### config.mk
export PLATFORM = sky130hd
export DESIGN_NAME = mbc_filter
export DESIGN_NICKNAME = d
export VERILOG_FILES = /design/src/sv/multiband_audio_compressor_defines.svh /design/src/sv/mbc_pkg.sv /design/src/sv/mbc_ram.sv /design/src/sv/mbc_filter.sv
export SDC_FILE = /design/constraint.sdc
export NUM_CORES = 2
export LEC_CHECK = 0
export CORE_ASPECT_RATIO = 1.1
export CORE_MARGIN = 2
export CORE_UTILIZATION = 50
export DETAILED_ROUTE_END_ITERATION = 7
export DONT_BUFFER_PORTS = 1
export GPL_ROUTABILITY_DRIVEN = 1
export HOLD_SLACK_MARGIN = 0.08
export PLACE_DENSITY_LB_ADDON = 0.25
export SYNTH_ARGS = -nofsm -noshare
export SYNTH_HDL_FRONTEND = slang
export SYNTH_SLANG_ARGS = --single-unit
### constraint.sdc
create_clock -name clk -period 16.68 [get_ports clk]
set_input_delay 0.834 -clock clk [delete_from_list [all_inputs] [get_ports clk]]
set_output_delay 0.834 -clock clk [all_outputs]
set_load 0.05 [all_outputs]
### src/sv/multiband_audio_compressor_defines.svh
// Assertion macros shared by the compressor RTL.
`ifndef MULTIBAND_AUDIO_COMPRESSOR_DEFINES_SVH
`define MULTIBAND_AUDIO_COMPRESSOR_DEFINES_SVH

// Same-cycle implication, sampled on clk, disabled while arst_n is low.
`define MBC_ASSERT_IMP(name, pre, post, msg) \
	name: assert property (@(posedge clk) disable iff (!arst_n) (pre) |-> (post)) \
	else $error(msg);

// Next-cycle implication, sampled on clk, disabled while arst_n is low.
`define MBC_ASSERT_NXT(name, pre, post, msg) \
	name: assert property (@(posedge clk) disable iff (!arst_n) (pre) |=> (post)) \
	else $error(msg);

`endif

### src/sv/mbc_pkg.sv
package mbc_pkg;

	localparam int NumBands   = 4;
	localparam int SampleBits = 24;
	localparam int NumXo      = NumBands - 1;
	localparam int HistDepth  = NumXo * 16;
	localparam int HistAw     = $clog2(HistDepth);
	localparam int NumRegs    = 8;
	localparam int InW        = ((SampleBits + 7) / 8) * 8;
	localparam int OutW       = ((SampleBits + 128 + 7) / 8) * 8;

	localparam logic signed [15:0] EnvReset   = -16'sd15360;
	localparam logic signed [15:0] LevelFloor = -16'sd28253;
	localparam logic [17:0]        DbPerOct   = 18'd217727;
	localparam logic [13:0]        OctPerDb   = 14'd10885;

	typedef enum logic [2:0] {
		REG_THRESH,
		REG_SLOPE,
		REG_ATTACK,
		REG_RELEASE,
		REG_MAKEUP,
		REG_XO_LOW,
		REG_XO_MID,
		REG_XO_HIGH
	} reg_idx_t;

	typedef enum logic [2:0] {
		T_IDLE,
		T_FILT,
		T_BAND,
		T_BWAIT,
		T_FIN
	} top_state_t;

	typedef enum logic [2:0] {
		F_IDLE,
		F_RD,
		F_RDW,
		F_MUL,
		F_ACC,
		F_WR,
		F_DONE
	} flt_state_t;

	typedef enum logic [4:0] {
		B_IDLE,
		B_NORM,
		B_SQ,
		B_SQ2,
		B_LOG,
		B_LVL,
		B_ENV,
		B_ENV2,
		B_GR,
		B_GR2,
		B_EXP,
		B_EXP2,
		B_INT,
		B_MANT,
		B_MUL,
		B_SHF,
		B_DONE
	} band_state_t;

	typedef struct packed {
		logic signed [15:0] th;
		logic [15:0]        slope;
		logic [15:0]        att;
		logic [15:0]        rel;
		logic signed [15:0] makeup;
	} band_cfg_t;

	typedef struct packed {
		logic               done;
		logic signed [15:0] env;
		logic signed [15:0] gr;
		logic signed [47:0] contrib;
	} band_res_t;

	function automatic logic [16:0] exp2_tab(input logic [4:0] i);
		logic [16:0] v;
		unique case (i)
			5'd0:  v = 17'd32768;
			5'd1:  v = 17'd34219;
			5'd2:  v = 17'd35734;
			5'd3:  v = 17'd37316;
			5'd4:  v = 17'd38968;
			5'd5:  v = 17'd40693;
			5'd6:  v = 17'd42495;
			5'd7:  v = 17'd44376;
			5'd8:  v = 17'd46341;
			5'd9:  v = 17'd48393;
			5'd10: v = 17'd50535;
			5'd11: v = 17'd52773;
			5'd12: v = 17'd55109;
			5'd13: v = 17'd57549;
			5'd14: v = 17'd60097;
			5'd15: v = 17'd62757;
			default: v = 17'd65536;
		endcase
		return v;
	endfunction

endpackage

### src/sv/mbc_ram.sv
module mbc_ram #(
	parameter int Depth = 16,
	parameter int Width = 32,
	localparam int Aw = $clog2(Depth)
) (
	input  logic             clk,
	input  logic             we,
	input  logic [Aw-1:0]    waddr,
	input  logic [Width-1:0] wdata,
	input  logic             re,
	input  logic [Aw-1:0]    raddr,
	output logic [Width-1:0] rdata
);

	logic [Width-1:0] mem [Depth];

	always_ff @(posedge clk) begin
		if (we) begin
			mem[waddr] <= wdata;
		end
		if (re) begin
			rdata <= mem[raddr];
		end
	end

endmodule

### src/sv/mbc_filter.sv
module mbc_filter (
	input  logic               clk,
	input  logic               arst_n,
	input  logic               start,
	input  logic signed [31:0] x_in,
	input  logic [63:0]        xo_coef [mbc_pkg::NumXo],
	output logic               done,
	output logic signed [31:0] bands [mbc_pkg::NumBands]
);

	mbc_pkg::flt_state_t state_q, state_d;
	logic [1:0] xo_q, bq_q, k_q;
	logic signed [31:0] carry_q, y_q;
	logic signed [31:0] hist_q [4];
	logic signed [50:0] prod_s1;
	logic signed [53:0] acc_q;
	logic               rd_vld_s1, rv_s1;
	logic [1:0]         rd_k_s1;
	logic               hvld_q [mbc_pkg::HistDepth];
	logic signed [31:0] bands_q [mbc_pkg::NumBands];

	logic [63:0]        coef;
	logic signed [15:0] gain;
	logic signed [31:0] xin;
	logic signed [34:0] x35, h0x2, h1_35, tap_sum;
	logic signed [34:0] mul_a;
	logic signed [15:0] mul_b;
	logic signed [50:0] prod;
	logic signed [53:0] y_sh;
	logic signed [31:0] ysat;
	logic [5:0]         addr6;
	logic [mbc_pkg::HistAw-1:0] haddr;
	logic               ren, wen;
	logic [31:0]        wdata, rdata;

	assign coef  = xo_coef[xo_q];
	assign gain  = bq_q[1] ? coef[31:16] : coef[15:0];
	assign xin   = bq_q[0] ? y_q : carry_q;
	assign x35   = 35'(xin);
	assign h0x2  = {{2{hist_q[0][31]}}, hist_q[0], 1'b0};
	assign h1_35 = 35'(hist_q[1]);
	assign tap_sum = bq_q[1] ? (x35 - h0x2 + h1_35) : (x35 + h0x2 + h1_35);
	assign prod  = mul_a * mul_b;
	assign y_sh  = acc_q >>> 14;
	assign ysat  = (y_sh > 54'sd2147483647) ? 32'sh7FFFFFFF :
		(y_sh < -54'sd2147483648) ? 32'sh80000000 : y_sh[31:0];
	assign addr6 = {xo_q, bq_q, k_q};
	assign haddr = addr6[mbc_pkg::HistAw-1:0];

	always_comb begin
		case (k_q)
			2'd0: begin
				mul_a = tap_sum;
				mul_b = gain;
			end
			2'd1: begin
				mul_a = 35'(hist_q[2]);
				mul_b = coef[47:32];
			end
			default: begin
				mul_a = 35'(hist_q[3]);
				mul_b = coef[63:48];
			end
		endcase
		case (k_q)
			2'd0:    wdata = xin;
			2'd1:    wdata = hist_q[0];
			2'd2:    wdata = y_q;
			default: wdata = hist_q[2];
		endcase
	end

	always_comb begin
		state_d = state_q;
		unique case (state_q)
			mbc_pkg::F_IDLE: if (start) state_d = mbc_pkg::F_RD;
			mbc_pkg::F_RD:   if (k_q == 2'd3) state_d = mbc_pkg::F_RDW;
			mbc_pkg::F_RDW:  state_d = mbc_pkg::F_MUL;
			mbc_pkg::F_MUL:  if (k_q == 2'd2) state_d = mbc_pkg::F_ACC;
			mbc_pkg::F_ACC:  state_d = mbc_pkg::F_WR;
			mbc_pkg::F_WR: begin
				if (k_q == 2'd3) begin
					if (bq_q == 2'd3 && 32'(xo_q) == mbc_pkg::NumXo - 1) begin
						state_d = mbc_pkg::F_DONE;
					end else begin
						state_d = mbc_pkg::F_RD;
					end
				end
			end
			mbc_pkg::F_DONE: state_d = mbc_pkg::F_IDLE;
			default:         state_d = mbc_pkg::F_IDLE;
		endcase
	end

	always_comb begin
		ren  = 1'b0;
		wen  = 1'b0;
		done = 1'b0;
		unique case (state_q)
			mbc_pkg::F_RD:   ren = 1'b1;
			mbc_pkg::F_WR:   wen = 1'b1;
			mbc_pkg::F_DONE: done = 1'b1;
			default: begin
			end
		endcase
	end

	mbc_ram #(
		.Depth(mbc_pkg::HistDepth),
		.Width(32)
	) u_hist (
		.clk  (clk),
		.we   (wen),
		.waddr(haddr),
		.wdata(wdata),
		.re   (ren),
		.raddr(haddr),
		.rdata(rdata)
	);

	always_ff @(posedge clk or negedge arst_n) begin
		if (!arst_n) begin
			state_q   <= mbc_pkg::F_IDLE;
			k_q       <= '0;
			bq_q      <= '0;
			xo_q      <= '0;
			rd_vld_s1 <= 1'b0;
			for (int i = 0; i < mbc_pkg::HistDepth; i++) begin
				hvld_q[i] <= 1'b0;
			end
		end else begin
			state_q   <= state_d;
			rd_vld_s1 <= ren;
			if (state_q != state_d) begin
				k_q <= '0;
			end else if (state_q == mbc_pkg::F_RD || state_q == mbc_pkg::F_MUL ||
				state_q == mbc_pkg::F_WR) begin
				k_q <= k_q + 2'd1;
			end
			if (start && state_q == mbc_pkg::F_IDLE) begin
				bq_q <= '0;
				xo_q <= '0;
			end else if (state_q == mbc_pkg::F_WR && k_q == 2'd3) begin
				bq_q <= bq_q + 2'd1;
				if (bq_q == 2'd3) begin
					xo_q <= xo_q + 2'd1;
				end
			end
			if (wen) begin
				hvld_q[haddr] <= 1'b1;
			end
		end
	end

	always_ff @(posedge clk) begin
		if (ren) begin
			rv_s1   <= hvld_q[haddr];
			rd_k_s1 <= k_q;
		end
		if (rd_vld_s1) begin
			hist_q[rd_k_s1] <= rv_s1 ? $signed(rdata) : 32'sd0;
		end
		if (start && state_q == mbc_pkg::F_IDLE) begin
			carry_q <= x_in;
		end
		unique case (state_q)
			mbc_pkg::F_MUL: begin
				prod_s1 <= prod;
				if (k_q == 2'd1) begin
					acc_q <= 54'(prod_s1);
				end else if (k_q == 2'd2) begin
					acc_q <= acc_q - 54'(prod_s1);
				end
			end
			mbc_pkg::F_ACC: acc_q <= acc_q - 54'(prod_s1) + 54'sd8192;
			mbc_pkg::F_WR: begin
				if (k_q == 2'd0) begin
					y_q <= ysat;
				end
				if (k_q == 2'd3 && bq_q == 2'd1) begin
					bands_q[xo_q] <= y_q;
				end
				if (k_q == 2'd3 && bq_q == 2'd3) begin
					carry_q <= y_q;
				end
			end
			mbc_pkg::F_DONE: bands_q[mbc_pkg::NumBands-1] <= carry_q;
			default: begin
			end
		endcase
	end

	assign bands = bands_q;

endmodule

==> metrics.txt <==
Post-DRT Antenna Nets=0; Met2 Wirelength=179100 um; 1st-pass router iterations=6; RR Startpoint=bq_q[0]; core box area=about 220000 um^2; clk_skew=0.06176 ns; # setup viols final=0; multi-input logic area=43690 um^2; Post-CTS Setup Bufs=0; post-synthesis sequential area ratio=0.5630; Area Overhead vs Synth=10.92%; Hold Path Sink=carry_q[7]; Compound-Gate Fraction of Synth Area=0.1204; HP Start=x_in[7]; Post-Syn Area per Cell=12.61 um^2; routed wl met3=33050 um; clk_lat worst skew=0.89 ns; fin nets=9659; first-pass GRT wire length=524600 um; final period demand of the worst path=12.86 ns; outcome=complete, no violations; CTS tree=built; Worst Tran Pin Value=1.341 ns; fin. max-slew vios=0; vias=74.19k; largest family of logic cells by synthesized area=adder cells; kind of critical path=reg2reg; CP most frequent cell=fa_1; Fillers=17.73k; Hold Path Class=in2reg; CTS H-tree depth=4; Initial Utilization=0.5024; Die H=492.5 um; xor/xnor share of the synthesized area=0.01358; Fin. Hold Viols=0; simple-gate share of the synthesized area=0.07999; Finished Layout Cells=11.67k; Max-Cap Viols=0; Row Count=179; largest net degree at the start of global routing=~110; layout cells sized above 1=0.1040; Worst setup EP type=flip-flop; DRC=0; synthesized area=108500 um^2; total clock sinks=2054; Mapped Nets=9676; Final Util=0.5573; Worst path max stage delay=0.86 ns; initial antenna violation count=29; Synth cell types=92; Final period util=0.7710; final wirelength=371300 um; worst hold stages=2; Max Freq=around 80 MHz; Crit-path slowest cell=dfrtp_4; flop-to-flop setup slack=3.82 ns; die footprint=220700 um^2; FF+latch area=roughly 61000 um^2; Worst Path Required=17.26 ns; Worst slew margin=0.1042; Critical Path Start Type=flip-flop; cell count after placement=11.28k; Placer Congestion=0.9711; dpl hpwl=around 240000 um; Synth Area in Adders=0.1386; setup total negative slack=0 ns; grt ovf=0; Seq cells post-synth=2054; met1 WL=129800 um; R2R Path End=prod_s1[50]; x dimension of the die=448.1 um; port bufs=0; R2R cell count=39; post-synthesis mux area share=0.03942; drt initial violations=9056; RSZ-0062 raised after global routing=false; clk buf depth=3; EDFF count, synth=approximately 2.0k; warnings from Yosys=0; TritonCTS Buffers=201; Via-to-Cell Ratio=6.356; Data arrival, critical path=13.44 ns; uppermost routed layer=met5; vias in the first global route=~74k; Syn Inst Count=8604; I/O pins=~360; GRT Total Usage=0.3329; Avg WL per Cell=31.81 um; Root Driver=clkbuf_16; clk slew on worst S/H paths=0.07 ns; Primary FF master, synth=edfxtp_1; worst-path maximum fanout=33; FFs w/ async S/R, synth=0.02824
## cell usage after synthesis, drive strengths merged, types with 85 or more instances
master	n	area [um^2]
o21ai	403	2017
a21o	130	975.9
a22oi	284	2132
nand2	687	2581
edfxtp	1964	58980
buf	85	332.8
a21oi	451	2257
ha	250	3128
nor2	646	2425
inv	840	3153
mux2	96	1081
mux2i	218	2182
a221oi	177	1550
nand3	137	685.7
clkbuf	368	1386
fa	595	11910
xnor2	110	982.2
## flip-flops by register name, summed over array words and instances (netlist names)
register	cells
bands	128
u_hist.mem	1536
hist_q	128
k_q	2
rd_k_s1	2
hvld_q	48
acc_q	54
carry_q	32
state_q	3
rv_s1	1
bq_q	2
y_q	32
rd_vld_s1	1
xo_q	2
prod_s1	51
u_hist.rdata	32
## worst max-delay path: cells and delay by family (launching register included)
| kind | cells | cell delay [ns] |
|---|---|---|
| AOI/OAI and AO/OA | 19 | 5.48 |
| xor gates and xnor gates | 1 | 0.09 |
| adders and majority gates | 10 | 4.37 |
| buffers and inverters | 4 | 0.25 |
| DFF | 1 | 0.86 |
| muxes | 1 | 0.42 |
| and+or+nand+nor | 4 | 1.10 |
## layout by cell type, fill, tap and decap left out, drive strengths merged, types with 21 or more instances in the layout
cell type  instances
o21ai            403
nand2b            52
nand4             52
xnor2            110
or3               25
nor2             646
o211ai            34
nor4              21
clkbuf           246
inv              850
and3              45
o21a              32
nand3            137
bufinv            23
xor2              56
a22oi            284
mux2              96
dfxtp             32
mux2i            218
ha               250
a31oi             56
a22o              71
clkinv            92
or2               67
a21o             130
dfrtp             58
nor2b             26
a221oi           177
nor3              69
mux4              45
a221o             42
buf              232
fa               595
nand2            687
a211oi            65
a21boi            42
a21oi            451
and2              68
edfxtp          1964
## worst max path at each step
stage | start | to | slack, ns | cells after the start
final | bq_q[0] | prod_s1[50] | 3.82 | 39
after CTS | bq_q[0] | prod_s1[50] | 3.87 | 39
after detailed placement | bq_q[0] | prod_s1[50] | 3.88 | 39
after global placement | bq_q[0] | prod_s1[50] | 3.94 | 39
after global routing | bq_q[0] | prod_s1[50] | 3.03 | 39
after floorplan | bq_q[0] | prod_s1[50] | 5.03 | 45
## timing repair
item | 4_1_cts | 5_1_grt
hold endpoints to repair | 58 | 0
hold buffers | 2 | 0
gates resized for setup | 0 | 0
## per-stage QoR
step	area, um^2	hold WS, ns	setup WS, ns
6_report	120300	0.1648	3.821
5_1_grt	120300	0.1610	3.026
4_1_cts	120300	0.1203	3.871
3_5_place_dp	113400	0.4520	3.878
3_3_place_gp	113400	0.4446	3.941
2_1_floorplan	108500	0.4334	5.027
## kinds of logic (layout without fill, tap and decap cells)
family | Yosys count | count (layout)
flops | 2054 | 2054
compound gates | 1947 | 1947
simple gates | 1937 | 1937
buf+inv | 1296 | 1452
fa+ha+maj | 845 | 845
mux | 359 | 359
xor+xnor | 166 | 166
other cells | 0 | 16
## layout make-up
class | instances | area share
antenna | 16 | 0.0003328
clock buffer | 246 | 0.04502
clock inverter | 130 | 0.01185
sequential | 2054 | 0.5077
timing repair buffer | 233 | 0.01556
tap | 2896 | 0.03011
multi-input combinational | 5254 | 0.3631
inverter | 843 | 0.02630
## routing by layer
metal	track usage	vias to the layer above
met5	0	-
met4	0.2215	12
met3	0.05469	981
met2	0.5469	4395
met1	0.4059	37680
li1	-	31130
Power is not shown: default switching activity piles up to over one toggle a cycle in this logic, so the estimate is an artifact.
